===== src/rtl/dcrp_pkg.sv =====
package dcrp_pkg;

   localparam int unsigned ADDR_W = 32;
   localparam int unsigned TICK_W = 16;
   localparam int unsigned POS_W  = 10;

   // command codes
   localparam logic [1:0] CMD_START = 2'd0;
   localparam logic [1:0] CMD_BYTE  = 2'd1;
   localparam logic [1:0] CMD_TICK  = 2'd2;

   // configuration register indexes
   localparam logic CSR_TRANSACTION_ID = 1'b0;
   localparam logic CSR_TIMEOUT_TICKS  = 1'b1;

   localparam logic [31:0] TRANSACTION_ID_RESET = 32'hDEAD_BEEF;
   localparam logic [15:0] TIMEOUT_TICKS_RESET  = 16'd90;

   localparam logic [POS_W-1:0] REPLY_MIN_LEN = 10'd552;
   localparam logic [POS_W-1:0] OPT_START     = 10'd240;
   localparam logic [POS_W-1:0] OPT_SPACE     = 10'd312;
   localparam logic [7:0]       OPT_MSG_TYPE  = 8'd53;
   localparam logic [7:0]       OPT_END       = 8'd255;
   localparam logic [7:0]       OPT_PAD       = 8'd0;
   localparam logic [7:0]       OP_REPLY      = 8'd2;
   localparam logic [7:0]       TYPE_OFFER    = 8'd2;
   localparam logic [7:0]       TYPE_ACK      = 8'd5;

   typedef enum logic [2:0] {
      EV_DISCOVER = 3'd0,
      EV_REQUEST  = 3'd1,
      EV_ASSIGNED = 3'd2,
      EV_DONE     = 3'd3,
      EV_NO_OFFER = 3'd4,
      EV_NO_ACK   = 3'd5
   } event_type;

   typedef enum logic [1:0] {
      PH_IDLE       = 2'd0,
      PH_WAIT_OFFER = 2'd1,
      PH_WAIT_ACK   = 2'd2
   } phase_type;

   typedef enum logic [1:0] {
      WK_CODE = 2'd0,
      WK_LEN  = 2'd1,
      WK_DATA = 2'd2,
      WK_STOP = 2'd3
   } walk_type;

   // one queue entry: first result, plus a flag for a trailing done
   typedef struct packed {
      event_type         ev;
      logic [ADDR_W-1:0] address;
      logic              with_done;
   } entry_type;

endpackage


===== src/rtl/dcrp_front.sv =====
module dcrp_front
   import dcrp_pkg::*;
(
   input  logic        clock,
   input  logic        reset,
   input  logic        req_valid,
   output logic        req_ready,
   input  logic [1:0]  req_command,
   input  logic [7:0]  req_data_byte,
   input  logic        req_last_byte,
   input  logic        csr_valid,
   output logic        csr_ready,
   input  logic        csr_index,
   input  logic [31:0] csr_data,
   input  logic        q_full,
   output logic        q_push,
   output entry_type   q_entry
);

   logic [31:0]       tid_ff, tid_in;
   logic [TICK_W-1:0] timeout_ff, timeout_in;
   phase_type         phase_ff, phase_in;
   logic              ack_seen_ff, ack_seen_in;
   logic [ADDR_W-1:0] offered_addr_ff, offered_addr_in;
   logic [TICK_W-1:0] tick_count_ff, tick_count_in;
   logic [POS_W-1:0]  byte_pos_ff, byte_pos_in;
   logic              header_ok_ff, header_ok_in;
   logic [ADDR_W-1:0] reply_addr_ff, reply_addr_in;
   walk_type          walk_mode_ff, walk_mode_in;
   logic [7:0]        skip_left_ff, skip_left_in;
   logic [7:0]        option_code_ff, option_code_in;
   logic [7:0]        msg_kind_ff, msg_kind_in;

   // reply fields after this byte, before any end-of-datagram clear
   logic [POS_W-1:0]  p_pos;
   logic              p_hdr;
   logic [ADDR_W-1:0] p_addr;
   walk_type          p_walk;
   logic [7:0]        p_skip;
   logic [7:0]        p_code;
   logic [7:0]        p_type;

   logic [POS_W-1:0]  opt_idx;
   logic [POS_W-1:0]  len_sum;
   logic [7:0]        tid_byte;
   logic [TICK_W-1:0] tick_inc;
   logic              accept;
   logic              reply_ok;
   logic              offer_hit;
   logic              ack_hit;
   logic              tick_expire;
   logic              waiting;

   assign req_ready = !q_full;
   assign csr_ready = 1'b1;
   assign accept    = req_valid && req_ready;

   assign opt_idx  = byte_pos_ff - OPT_START;
   assign len_sum  = opt_idx + 10'd1 + {2'b00, req_data_byte};
   assign tick_inc = tick_count_ff + 16'd1;
   assign waiting  = (phase_ff == PH_WAIT_OFFER) || (phase_ff == PH_WAIT_ACK);

   always_comb begin
      case (byte_pos_ff[1:0])
         2'd0:    tid_byte = tid_ff[31:24];
         2'd1:    tid_byte = tid_ff[23:16];
         2'd2:    tid_byte = tid_ff[15:8];
         default: tid_byte = tid_ff[7:0];
      endcase
   end

   // byte parser and option walk
   always_comb begin
      p_pos  = byte_pos_ff;
      p_hdr  = header_ok_ff;
      p_addr = reply_addr_ff;
      p_walk = walk_mode_ff;
      p_skip = skip_left_ff;
      p_code = option_code_ff;
      p_type = msg_kind_ff;
      if (byte_pos_ff < REPLY_MIN_LEN) begin
         if (byte_pos_ff == 10'd0 && req_data_byte != OP_REPLY) begin
            p_hdr = 1'b0;
         end
         if (byte_pos_ff >= 10'd4 && byte_pos_ff <= 10'd7 && tid_byte != req_data_byte) begin
            p_hdr = 1'b0;
         end
         if (byte_pos_ff >= 10'd16 && byte_pos_ff <= 10'd19) begin
            p_addr = {reply_addr_ff[23:0], req_data_byte};
         end
         if (byte_pos_ff >= OPT_START) begin
            unique case (walk_mode_ff)
               WK_CODE: begin
                  if (req_data_byte == OPT_END) begin
                     p_walk = WK_STOP;
                  end else if (req_data_byte != OPT_PAD) begin
                     p_code = req_data_byte;
                     p_walk = WK_LEN;
                  end
               end
               WK_LEN: begin
                  if (len_sum > OPT_SPACE) begin
                     p_walk = WK_STOP;
                  end else if (req_data_byte == 8'd0) begin
                     p_walk = WK_CODE;
                  end else begin
                     // only a one-byte message type option is tracked
                     p_code = (option_code_ff == OPT_MSG_TYPE && req_data_byte == 8'd1)
                              ? OPT_MSG_TYPE : 8'd0;
                     p_skip = req_data_byte;
                     p_walk = WK_DATA;
                  end
               end
               WK_DATA: begin
                  if (option_code_ff == OPT_MSG_TYPE) begin
                     p_type = req_data_byte;
                  end
                  p_skip = skip_left_ff - 8'd1;
                  if (skip_left_ff == 8'd1) begin
                     p_walk = WK_CODE;
                  end
               end
               default: begin
               end
            endcase
         end
         p_pos = byte_pos_ff + 10'd1;
      end
   end

   assign reply_ok    = (p_pos >= REPLY_MIN_LEN) && p_hdr;
   assign offer_hit   = accept && req_command == CMD_BYTE && req_last_byte && reply_ok
                        && p_type == TYPE_OFFER;
   assign ack_hit     = accept && req_command == CMD_BYTE && req_last_byte && reply_ok
                        && p_type == TYPE_ACK;
   assign tick_expire = accept && req_command == CMD_TICK && waiting
                        && (tick_inc >= timeout_ff || tick_inc == 16'd0);

   // exchange phase, next state
   always_comb begin
      phase_in = phase_ff;
      if (accept && req_command == CMD_START) begin
         phase_in = PH_WAIT_OFFER;
      end else if (offer_hit && phase_ff == PH_WAIT_OFFER) begin
         phase_in = ack_seen_ff ? PH_IDLE : PH_WAIT_ACK;
      end else if (ack_hit && phase_ff == PH_WAIT_ACK) begin
         phase_in = PH_IDLE;
      end else if (tick_expire) begin
         phase_in = PH_IDLE;
      end
   end

   // exchange phase, outputs into the queue
   always_comb begin
      q_push            = 1'b0;
      q_entry.ev        = EV_DISCOVER;
      q_entry.address   = '0;
      q_entry.with_done = 1'b0;
      if (accept && req_command == CMD_START) begin
         q_push = 1'b1;
      end else if (offer_hit && phase_ff == PH_WAIT_OFFER) begin
         q_push            = 1'b1;
         q_entry.ev        = EV_REQUEST;
         q_entry.address   = p_addr;
         q_entry.with_done = ack_seen_ff;
      end else if (ack_hit) begin
         q_push            = 1'b1;
         q_entry.ev        = EV_ASSIGNED;
         q_entry.address   = p_addr;
         q_entry.with_done = (phase_ff == PH_WAIT_ACK);
      end else if (tick_expire) begin
         q_push     = 1'b1;
         q_entry.ev = (phase_ff == PH_WAIT_OFFER) ? EV_NO_OFFER : EV_NO_ACK;
      end
   end

   always_comb begin
      tid_in          = tid_ff;
      timeout_in      = timeout_ff;
      ack_seen_in     = ack_seen_ff;
      offered_addr_in = offered_addr_ff;
      tick_count_in   = tick_count_ff;
      byte_pos_in     = byte_pos_ff;
      header_ok_in    = header_ok_ff;
      reply_addr_in   = reply_addr_ff;
      walk_mode_in    = walk_mode_ff;
      skip_left_in    = skip_left_ff;
      option_code_in  = option_code_ff;
      msg_kind_in     = msg_kind_ff;

      if (csr_valid && csr_ready) begin
         if (csr_index == CSR_TRANSACTION_ID) begin
            tid_in = csr_data;
         end else begin
            timeout_in = csr_data[TICK_W-1:0];
         end
      end

      if (accept) begin
         case (req_command)
            CMD_START: begin
               ack_seen_in   = 1'b0;
               tick_count_in = '0;
            end
            CMD_BYTE: begin
               if (req_last_byte) begin
                  byte_pos_in    = '0;
                  header_ok_in   = 1'b1;
                  reply_addr_in  = '0;
                  walk_mode_in   = WK_CODE;
                  skip_left_in   = '0;
                  option_code_in = '0;
                  msg_kind_in    = '0;
               end else begin
                  byte_pos_in    = p_pos;
                  header_ok_in   = p_hdr;
                  reply_addr_in  = p_addr;
                  walk_mode_in   = p_walk;
                  skip_left_in   = p_skip;
                  option_code_in = p_code;
                  msg_kind_in    = p_type;
               end
               if (offer_hit) begin
                  offered_addr_in = p_addr;
                  if (phase_ff == PH_WAIT_OFFER) begin
                     tick_count_in = '0;
                  end
               end
               if (ack_hit) begin
                  ack_seen_in = 1'b1;
               end
            end
            CMD_TICK: begin
               if (waiting) begin
                  tick_count_in = tick_inc;
               end
            end
            default: begin
            end
         endcase
      end
   end

   always_ff @(posedge clock) begin
      if (reset) begin
         tid_ff          <= TRANSACTION_ID_RESET;
         timeout_ff      <= TIMEOUT_TICKS_RESET;
         phase_ff        <= PH_IDLE;
         ack_seen_ff     <= 1'b0;
         offered_addr_ff <= '0;
         tick_count_ff   <= '0;
         byte_pos_ff     <= '0;
         header_ok_ff    <= 1'b1;
         reply_addr_ff   <= '0;
         walk_mode_ff    <= WK_CODE;
         skip_left_ff    <= '0;
         option_code_ff  <= '0;
         msg_kind_ff     <= '0;
      end else begin
         tid_ff          <= tid_in;
         timeout_ff      <= timeout_in;
         phase_ff        <= phase_in;
         ack_seen_ff     <= ack_seen_in;
         offered_addr_ff <= offered_addr_in;
         tick_count_ff   <= tick_count_in;
         byte_pos_ff     <= byte_pos_in;
         header_ok_ff    <= header_ok_in;
         reply_addr_ff   <= reply_addr_in;
         walk_mode_ff    <= walk_mode_in;
         skip_left_ff    <= skip_left_in;
         option_code_ff  <= option_code_in;
         msg_kind_ff     <= msg_kind_in;
      end
   end

endmodule


===== src/rtl/dcrp_queue.sv =====
module dcrp_queue
   import dcrp_pkg::*;
#(
   parameter int unsigned DEPTH = 4
)
(
   input  logic      clock,
   input  logic      reset,
   input  logic      push,
   input  entry_type push_entry,
   output logic      full,
   input  logic      pop,
   output logic      empty,
   output entry_type head
);

   localparam int unsigned PTR_W = (DEPTH > 1) ? $clog2(DEPTH) : 1;
   localparam int unsigned CNT_W = $clog2(DEPTH + 1);
   localparam logic [PTR_W-1:0] LAST_PTR = PTR_W'(DEPTH - 1);
   localparam logic [CNT_W-1:0] FULL_CNT = CNT_W'(DEPTH);

   entry_type        mem [DEPTH];
   logic [PTR_W-1:0] wr_ptr_ff, wr_ptr_in;
   logic [PTR_W-1:0] rd_ptr_ff, rd_ptr_in;
   logic [CNT_W-1:0] count_ff, count_in;
   logic             do_push;
   logic             do_pop;

   assign full    = (count_ff == FULL_CNT);
   assign empty   = (count_ff == '0);
   assign do_push = push && !full;
   assign do_pop  = pop && !empty;
   assign head    = mem[rd_ptr_ff];

   always_comb begin
      wr_ptr_in = wr_ptr_ff;
      rd_ptr_in = rd_ptr_ff;
      count_in  = count_ff;
      if (do_push) begin
         wr_ptr_in = (wr_ptr_ff == LAST_PTR) ? '0 : wr_ptr_ff + 1'b1;
      end
      if (do_pop) begin
         rd_ptr_in = (rd_ptr_ff == LAST_PTR) ? '0 : rd_ptr_ff + 1'b1;
      end
      if (do_push && !do_pop) begin
         count_in = count_ff + 1'b1;
      end else if (do_pop && !do_push) begin
         count_in = count_ff - 1'b1;
      end
   end

   always_ff @(posedge clock) begin
      if (do_push) begin
         mem[wr_ptr_ff] <= push_entry;
      end
   end

   always_ff @(posedge clock) begin
      if (reset) begin
         wr_ptr_ff <= '0;
         rd_ptr_ff <= '0;
         count_ff  <= '0;
      end else begin
         wr_ptr_ff <= wr_ptr_in;
         rd_ptr_ff <= rd_ptr_in;
         count_ff  <= count_in;
      end
   end

endmodule


===== src/rtl/dcrp_back.sv =====
module dcrp_back
   import dcrp_pkg::*;
(
   input  logic              clock,
   input  logic              reset,
   input  logic              q_empty,
   input  entry_type         q_head,
   output logic              q_pop,
   output logic              rsp_valid,
   input  logic              rsp_ready,
   output logic [2:0]        rsp_event_res,
   output logic [ADDR_W-1:0] rsp_address,
   output logic              rsp_last
);

   logic              valid_ff, valid_in;
   event_type         event_ff, event_in;
   logic [ADDR_W-1:0] address_ff, address_in;
   logic              last_ff, last_in;
   logic              done_pending_ff, done_pending_in;
   logic              out_free;

   assign out_free = !valid_ff || rsp_ready;
   assign q_pop    = out_free && !done_pending_ff && !q_empty;

   always_comb begin
      valid_in        = valid_ff;
      event_in        = event_ff;
      address_in      = address_ff;
      last_in         = last_ff;
      done_pending_in = done_pending_ff;
      if (out_free) begin
         if (done_pending_ff) begin
            // trailing done of a two-result item
            valid_in        = 1'b1;
            event_in        = EV_DONE;
            address_in      = '0;
            last_in         = 1'b1;
            done_pending_in = 1'b0;
         end else if (!q_empty) begin
            valid_in        = 1'b1;
            event_in        = q_head.ev;
            address_in      = q_head.address;
            last_in         = !q_head.with_done;
            done_pending_in = q_head.with_done;
         end else begin
            valid_in = 1'b0;
         end
      end
   end

   always_ff @(posedge clock) begin
      if (reset) begin
         valid_ff        <= 1'b0;
         done_pending_ff <= 1'b0;
      end else begin
         valid_ff        <= valid_in;
         done_pending_ff <= done_pending_in;
      end
      event_ff   <= event_in;
      address_ff <= address_in;
      last_ff    <= last_in;
   end

   assign rsp_valid     = valid_ff;
   assign rsp_event_res = event_ff;
   assign rsp_address   = address_ff;
   assign rsp_last      = last_ff;

endmodule


===== src/rtl/dhcp_client_reply_parser.sv =====
// DHCP client exchange with a byte-serial reply parser.
// req_ channel: one command per transfer (start, reply byte, timer tick);
// reply bytes may stream one per cycle with req_last_byte on the final byte.
// rsp_ channel: zero, one or two events per command; rsp_last marks the
// final event of a command. csr_ channel: index 0 transaction id, index 1
// timeout in ticks; always ready, write only while no command is in flight.
// The front end parses and updates the exchange state in the cycle the
// command is taken, and queues its events; the back end presents them from
// an output register one per cycle while rsp_ready is high. Throughput is
// one command per cycle, bounded by the output rate of one event per cycle
// when commands produce two events. When the receiver stalls, events
// collect in the QUEUE_DEPTH entry queue and req_ready falls once it is
// full. Reset is synchronous: the exchange goes idle, the parser clears
// and the registers take their reset values.
module dhcp_client_reply_parser
   import dcrp_pkg::*;
#(
   parameter int unsigned QUEUE_DEPTH = 4
)
(
   input  logic              clock,
   input  logic              reset,
   input  logic              req_valid,
   output logic              req_ready,
   input  logic [1:0]        req_command,
   input  logic [7:0]        req_data_byte,
   input  logic              req_last_byte,
   output logic              rsp_valid,
   input  logic              rsp_ready,
   output logic [2:0]        rsp_event_res,
   output logic [ADDR_W-1:0] rsp_address,
   output logic              rsp_last,
   input  logic              csr_valid,
   output logic              csr_ready,
   input  logic              csr_index,
   input  logic [31:0]       csr_data
);

   logic      q_full;
   logic      q_push;
   logic      q_pop;
   logic      q_empty;
   entry_type q_entry;
   entry_type q_head;

   dcrp_front u_front (
      .clock         (clock),
      .reset         (reset),
      .req_valid     (req_valid),
      .req_ready     (req_ready),
      .req_command   (req_command),
      .req_data_byte (req_data_byte),
      .req_last_byte (req_last_byte),
      .csr_valid     (csr_valid),
      .csr_ready     (csr_ready),
      .csr_index     (csr_index),
      .csr_data      (csr_data),
      .q_full        (q_full),
      .q_push        (q_push),
      .q_entry       (q_entry)
   );

   dcrp_queue #(
      .DEPTH (QUEUE_DEPTH)
   ) u_queue (
      .clock      (clock),
      .reset      (reset),
      .push       (q_push),
      .push_entry (q_entry),
      .full       (q_full),
      .pop        (q_pop),
      .empty      (q_empty),
      .head       (q_head)
   );

   dcrp_back u_back (
      .clock         (clock),
      .reset         (reset),
      .q_empty       (q_empty),
      .q_head        (q_head),
      .q_pop         (q_pop),
      .rsp_valid     (rsp_valid),
      .rsp_ready     (rsp_ready),
      .rsp_event_res (rsp_event_res),
      .rsp_address   (rsp_address),
      .rsp_last      (rsp_last)
   );

endmodule


===== config.mk =====
export PLATFORM = sky130hd
export DESIGN_NAME = dhcp_client_reply_parser
export DESIGN_NICKNAME = d
export VERILOG_FILES = /design/src/rtl/dcrp_pkg.sv /design/src/rtl/dcrp_front.sv /design/src/rtl/dcrp_queue.sv /design/src/rtl/dcrp_back.sv /design/src/rtl/dhcp_client_reply_parser.sv
export SDC_FILE = /design/constraint.sdc
export NUM_CORES = 1
export LEC_CHECK = 0
export BUFFER_PORTS_ARGS = -buffer_cell sky130_fd_sc_hd__buf_2
export CORE_AREA = 2 2 179 181
export DETAILED_ROUTE_END_ITERATION = 10
export DIE_AREA = 0 0 181 183
export GPL_ROUTABILITY_DRIVEN = 0
export PLACE_DENSITY = 0.77
export SLEW_MARGIN = 20
export SYNTH_ARGS = -nofsm -noshare
export SYNTH_HDL_FRONTEND = slang
export SYNTH_HIERARCHICAL = 1
export SYNTH_SLANG_ARGS = --single-unit

===== constraint.sdc =====
create_clock -name clock -period 5.6 [get_ports clock]
set_input_delay 0.28 -clock clock [delete_from_list [all_inputs] [get_ports clock]]
set_output_delay 0.28 -clock clock [all_outputs]
set_load 0.02 [all_outputs]

==> results of run 1 <==
-- final cells by class --
class / count / area, µm²
inverters: 68 / 274.0
fillers: 2603 / 13750
clock inverters: 15 / 171.4
diodes: 1 / 2.502
well taps: 402 / 503.0
clock buffers: 48 / 984.7
multi-input cells: 914 / 6405
repair buffers: 126 / 788.3
flip-flops and latches: 327 / 8349
-- cells in the mapped netlist (all sizes together) (12+ instances only) --
cell,count
nand2,198
edfxtp,180
dfxtp,147
a21oi,91
nor2,91
inv,65
clkbuf,61
ha,54
o21ai,46
a22oi,41
nand3,41
mux4,36
nor3,29
nor2b,25
buf,21
xnor2,20
and2b,18
o211ai,18
nand4,16
mux2i,15
xor2,15
and3,14
nand2b,12
-- worst max path at each step --
stage	start	cells past startpoint	to	slack [ps]
floorplan	u_front/byte_pos_ff[8]	19	u_queue/count_ff[2]	890
global placement	u_front/byte_pos_ff[4]	16	u_queue/count_ff[2]	810
detailed placement	u_front/byte_pos_ff[4]	16	u_queue/count_ff[2]	670
CTS	u_front/byte_pos_ff[4]	16	u_queue/count_ff[2]	640
global route	u_front/byte_pos_ff[4]	16	u_queue/count_ff[2]	390
finish	u_front/byte_pos_ff[4]	16	u_queue/count_ff[2]	600
-- registers in the layout, indices dropped and copies added (netlist names), 2 cells and up, named ones only --
name	cells
u_front/byte_pos_ff	10
u_front/walk_mode_ff	2
u_front/phase_ff	2
u_queue/wr_ptr_ff	2
u_front/msg_kind_ff	8
u_front/skip_left_ff	8
u_back/rsp_event_res	3
u_back/rsp_address	32
u_front/reply_addr_ff	32
u_front/timeout_ff	16
u_front/tid_ff	32
u_queue/mem	144
u_queue/count_ff	3
u_front/tick_count_ff	16
u_front/option_code_ff	8
u_queue/rd_ptr_ff	2
-- repair_timing --
action | 4_1_cts | 5_1_grt
hold buffers | 22 | 0
setup endpoints to repair | 0 | 0
endpoints found under the hold margin | 27 | 0
-- power breakdown --
part	internal [mW]	switching, mW
clock network	1.34	0.951
logic	0.454	0.731
registers	2.84	0.0691
-- worst max-delay path, cell delays in order (launching register included) --
cell,delay (ps)
dfxtp_1,600
nand4_1,310
a211o_1,380
nor3_1,380
mux2_1,380
or3_1,320
or4b_4,580
a21o_4,210
nand3b_1,180
bufinv_8,220
nor2_2,130
ha_1,200
inv_1,60
fa_1,370
xor2_1,170
or3_1,310
a21oi_1,130
-- per-stage QoR --
stage / std cells / power (mW) / utilization
2_1_floorplan: 1391 / 3.829 / -
3_3_place_gp: 1815 / 4.113 / 0.5153
3_5_place_dp: 1815 / 4.149 / 0.5155
4_1_cts: 1900 / 6.446 / 0.5596
5_1_grt: 1900 / 6.638 / 0.5596
6_report: 1901 / 6.384 / 0.5597
-- logic make-up (layout without fill, tap and decap cells) --
| logic type | count (synthesis) | after routing | synth area share |
|---|---|---|---|
| AO/OA/AOI/OAI | 270 | 270 | 0.1252 |
| XOR/XNOR | 35 | 35 | 0.01992 |
| adder cells (fa/ha/maj) | 56 | 56 | 0.04651 |
| buffers and inverters | 150 | 257 | 0.04301 |
| flip-flops | 327 | 327 | 0.5425 |
| multiplexers | 53 | 53 | 0.06391 |
| other | 1 | 2 | 0.0002437 |
| AND/OR/NAND/NOR | 499 | 499 | 0.1586 |
-- layout by cell type (no fill, tap or decap), types with 24 or more instances in the layout --
| cell | instances |
|---|---|
| mux4_2 | 36 |
| ha_1 | 54 |
| clkbuf_16 | 35 |
| a21oi_1 | 60 |
| nor2_1 | 88 |
| nand2_1 | 198 |
| edfxtp_1 | 180 |
| nor2b_1 | 24 |
| nand3_1 | 41 |
| nor3_1 | 28 |
| buf_2 | 85 |
| inv_1 | 64 |
| a21oi_2 | 29 |
| dfxtp_1 | 146 |
| o21ai_0 | 41 |
| a22oi_1 | 41 |
-- per-layer routing --
metal / global-route usage / vias to the layer above / share of wire
met5: 0 / - / 0
met4: 0.06374 / 0 / 0.022
met1: 0.2505 / 5302 / 0.42
li1: - / 5219 / -
met2: 0.3551 / 380 / 0.50
met3: 0.03475 / 63 / 0.061
==> results.py, run 1 <==
metrics = {
    "drt": {
        "drc": 0,
        "wl_mm": 33.51,
        "drtIter0Drc": 1016,
        "dr_total_vias": 10960,
        "avgViaCountPerCell": 5.767,
        "first_pass_iters": 6,
        "wl_per_cell_um": 17.63,
        "antenna_left": 0,
    },
    "placed_design": {
        "io_buffers": 86,
        "placed_area_mm2": 0.01610,
        "post-place-ws_ps": 665.9,
        "post-dp-hpwl_mm": 21.55,
    },
    "run_status": {
        "status": "finished clean",
    },
    "critical_path": {
        "cp-start-kind": "register",
        "critical_path_class": "reg2reg",
        "worst-r2r-cell-count": 16,
        "worstReg2RegStart": "u_front/byte_pos_ff[4]",
        "reg2reg_slack_ps": 600,
        "crit_fanout": 12,
        "critPathRequiredTime_ps": 6060,
        "worst_ep_arrival_time_ps": 5450,
        "worstReg2RegEnd": "u_queue/count_ff[2]",
        "end_kind": "register",
    },
    "power_and_ir_drop": {
        "power_leakage_nw": 6.130,
        "power_density_mw_per_mm2": 365.2,
        "max-vdd-ir-drop_v": 0.0002291,
    },
    "clock_tree": {
        "cts_tree": "built",
        "clock-sinks": 327,
        "numCtsBuffers": 35,
        "clk_pin_slew_worst_paths_ps": 60,
        "clk_path_buf_depth": 3,
        "htree_levels": 2,
        "clock_latency_ps": 530,
        "root_buffer": "clkbuf_16",
        "ctsResizeCount": 0,
        "post_cts_buffers": 0,
    },
    "sta": {
        "drv_slew": 0,
        "layout_min_cycle_time_ps": 4995,
        "fin_crit_sh": 0.8920,
        "fmax_mhz": 200.2,
        "tightest_slew_ps": 990.2,
        "setup_tns_ps": 0,
        "maxSlewHeadroom": 0.3389,
        "holdWs_ps": 19.74,
        "finalHoldViolations": 0,
        "finalSetupViolCount": 0,
        "rsz0062_at_grt": "false",
        "fin_ws_ps": 604.8,
        "fin_skew_ps": 15.67,
    },
    "global_routing": {
        "grt_max_degree": 56,
        "grt_pass1_wl_mm": 54.13,
        "antenna_found_initial": 1,
        "grt.total_usage": 0.2003,
        "grt_overflow": 0,
        "grt_pass1_vias": 10720,
    },
    "logic_synthesis": {
        "syn_area_mm2": 0.01539,
        "synth_area_leaders": "edfxtp_1, dfxtp_1, mux4_2, nand2_1, ha_1",
        "synth_top_cell_area_share": 0.3513,
        "synth_cell_type_count": 93,
        "synth_area_leader_cell": "edfxtp_1",
        "syn_inst": 1391,
        "synth_edf_count": 180,
        "ys.flop_type": "edfxtp_1",
        "async_flop_share": 0,
        "syn_avg_cell_area_um2": 11.06,
        "synth-seq-cells": 327,
        "syn-num-nets": 1496,
        "ys_seq_area_frac": 0.5425,
        "yosys_warnings": 6,
    },
    "floorplan": {
        "fp.dieW_um": 181,
        "start_util": 0.4927,
        "die_y_um": 183,
        "io_pins": 88,
        "dieArea_mm2": 0.03312,
        "placementRows": 65,
        "core_mm2": 0.03123,
    },
    "min_path": {
        "min-delay-start": "csr_data[4]",
        "holdPathStages": 3,
        "hold_class": "in2reg",
        "whs_endpoint": "u_front/tid_ff[4]",
    },
    "cells_and_area": {
        "areaGrowthSynthToFinish_pct": 13.59,
        "layout-drive-gt1-share": 0.1709,
        "nets": 1577,
        "fin_area_mm2": 0.01748,
    },
    "flow_run": {
        "cap_violations": 0,
    },
}
Note: power is estimated with default switching activity, not from simulation.
==> run 2, diff against run 1 <==
--- a/config.mk
+++ b/config.mk
@@ -5,7 +5,8 @@
 export SDC_FILE = /design/constraint.sdc
 export NUM_CORES = 1
 export LEC_CHECK = 0
-export BUFFER_PORTS_ARGS = -buffer_cell sky130_fd_sc_hd__buf_2
+export ABC_CLOCK_PERIOD_IN_PS = 5600
+export BUFFER_PORTS_ARGS = -buffer_cell sky130_fd_sc_hd__clkbuf_2
 export CORE_AREA = 2 2 179 181
 export DETAILED_ROUTE_END_ITERATION = 10
 export DIE_AREA = 0 0 181 183
==> results.py, run 2 (synthesized netlist as in run 1, its figures left out) <==
metrics = {
    "sta": {
        "setup_tns_ps": 0,
        "finalSetupViolCount": 0,
        "layout_min_cycle_time_ps": 4963,
        "fmax_mhz": 201.5,
        "rsz0062_at_grt": "false",
        "tightest_slew_ps": 1108,
        "fin_skew_ps": 16.76,
        "finalHoldViolations": 0,
        "fin_ws_ps": 636.8,
        "maxSlewHeadroom": 0.2605,
        "fin_crit_sh": 0.8863,
        "drv_slew": 0,
    },
    "floorplan": {
        "placementRows": 65,
        "start_util": 0.4927,
        "dieArea_mm2": 0.03312,
        "die_y_um": 183,
        "core_mm2": 0.03123,
        "io_pins": 88,
        "fp.dieW_um": 181,
    },
    "clock_tree": {
        "clock-sinks": 327,
        "htree_levels": 2,
        "cts_tree": "built",
        "root_buffer": "clkbuf_16",
        "clk_pin_slew_worst_paths_ps": 60,
        "clk_path_buf_depth": 3,
        "numCtsBuffers": 35,
        "clock_latency_ps": 530,
    },
    "cells_and_area": {
        "regMostFlops": "u_queue/mem",
        "areaGrowthSynthToFinish_pct": 13.72,
        "mostFrequentLayoutCell": "nand2_1",
        "layout-drive-gt1-share": 0.1681,
        "diodes": 0,
        "final_util": 0.5603,
        "largest_reg_flops": 144,
        "final_cell_mix": "nand2_1, edfxtp_1, dfxtp_1",
        "nets": 1577,
    },
    "critical_path": {
        "cp_slowest_stage_delay_ps": 590,
        "cpLargestDelayFamily": "simple AND/OR/NAND/NOR gates",
        "end_kind": "register",
        "crit_fanout": 12,
        "worst_ep_arrival_time_ps": 5420,
        "worst-r2r-cell-count": 16,
        "crit_cells": 16,
        "crit_path_top_delay_cell": "dfxtp_1",
        "cpMostUsedCell": "or3_1",
        "cp-start-kind": "register",
        "critPathRequiredTime_ps": 6050,
        "critical_path_class": "reg2reg",
        "crit_buf_inv": 2,
        "path_cells": "nand4_1 -> a211o_1 -> nor3_1 -> mux2_1 -> or3_1 -> or4b_4 -> a21o_4 -> nand3b_1 -> bufinv_8 -> nor2_2 -> ha_1 -> inv_1 -> fa_1 -> xor2_1 -> or3_1 -> a21oi_1",
    },
    "drt": {
        "wl_mm": 33.60,
        "dr_total_vias": 11100,
        "wl_per_cell_um": 17.67,
        "drc": 0,
        "drtIter0Drc": 890,
        "avgViaCountPerCell": 5.841,
        "antenna_left": 0,
        "first_pass_iters": 7,
    },
    "global_routing": {
        "grt_overflow": 0,
        "grt_max_degree": 56,
        "grt.total_usage": 0.2047,
        "antenna_found_initial": 0,
        "grt_pass1_vias": 11030,
        "grt_pass1_wl_mm": 55.57,
    },
    "run_status": {
        "status": "finished clean",
    },
    "placed_design": {
        "post-dp-hpwl_mm": 21.59,
        "post-place-ws_ps": 723.7,
        "io_buffers": 86,
    },
    "power_and_ir_drop": {
        "power_leakage_nw": 6.144,
        "power_density_mw_per_mm2": 367.2,
        "max-vdd-ir-drop_v": 0.0001832,
    },
    "min_path": {
        "hold_class": "in2reg",
        "holdPathStages": 3,
    },
    "flow_run": {
        "cap_violations": 0,
    },
}
run 2: cell count changes in the layout (fill, tap and decap cells not counted), moves of 3 or more:
cell	previous run	this run
buf_2	85	0
clkbuf_1	7	10
clkbuf_2	0	85
clkbuf_8	6	3
clkinv_2	4	1
run 2: worst register-to-register path, delay by kind of cell, from the launching register on:
kind / cells / cell delay (ps)
compound gates: 3 / 750
flops: 1 / 590
mux: 1 / 380
buf+inv: 2 / 280
xor+xnor: 1 / 170
fa+ha+maj: 2 / 560
simple gates: 7 / 2170
run 2: final cells by class:
type	instances	area [µm²]
clock inverters	16	221.5
clock buffers	48	954.7
repair buffers	126	795.8
inverters	68	274.0
fillers	2588	13730
flip-flops and latches	327	8349
well taps	402	503.0
multi-input cells	914	6400
run 2: final timing paths:
check,startpoint,end,slack [ps]
min,csr_data[13],u_front/timeout_ff[13],20
min reg2reg,u_front/timeout_ff[2],u_front/timeout_ff[2],460
max,u_front/byte_pos_ff[4],u_queue/count_ff[2],640
max reg2reg,u_front/byte_pos_ff[4],u_queue/count_ff[2],640
run 2: metal layers:
metal,global-route usage,part of all wire,up-vias
li1,-,-,5226
met2,0.3715,0.51,404
met4,0.06407,0.023,0
met5,0,0,-
met1,0.2520,0.41,5408
met3,0.03118,0.059,65
run 2: power by group:
group	total (mW)	switching (mW)	internal, mW
sequential	2.92	0.0783	2.84
combinational	1.18	0.728	0.451
clock	2.33	0.935	1.39
total	6.43	1.74	4.68
run 2: per-stage QoR:
step | hold slack [ps] | cells | instance area (µm²) | power (mW)
after global placement | 425.7 | 1814 | 16090 | 4.113
after floorplan | 349.4 | 1391 | 15390 | 3.829
after CTS | 1.056 | 1901 | 17500 | 6.496
final | 21.09 | 1901 | 17500 | 6.425
after detailed placement | 449.4 | 1815 | 16100 | 4.155
after global routing | 13.60 | 1901 | 17500 | 6.694
run 2: timing repair:
| item | CTS | global route |
|---|---|---|
| hold buffers | 22 | 0 |
| gates resized for setup | 0 | 0 |
| hold endpoints to repair | 24 | 0 |
| setup buffers | 0 | 0 |
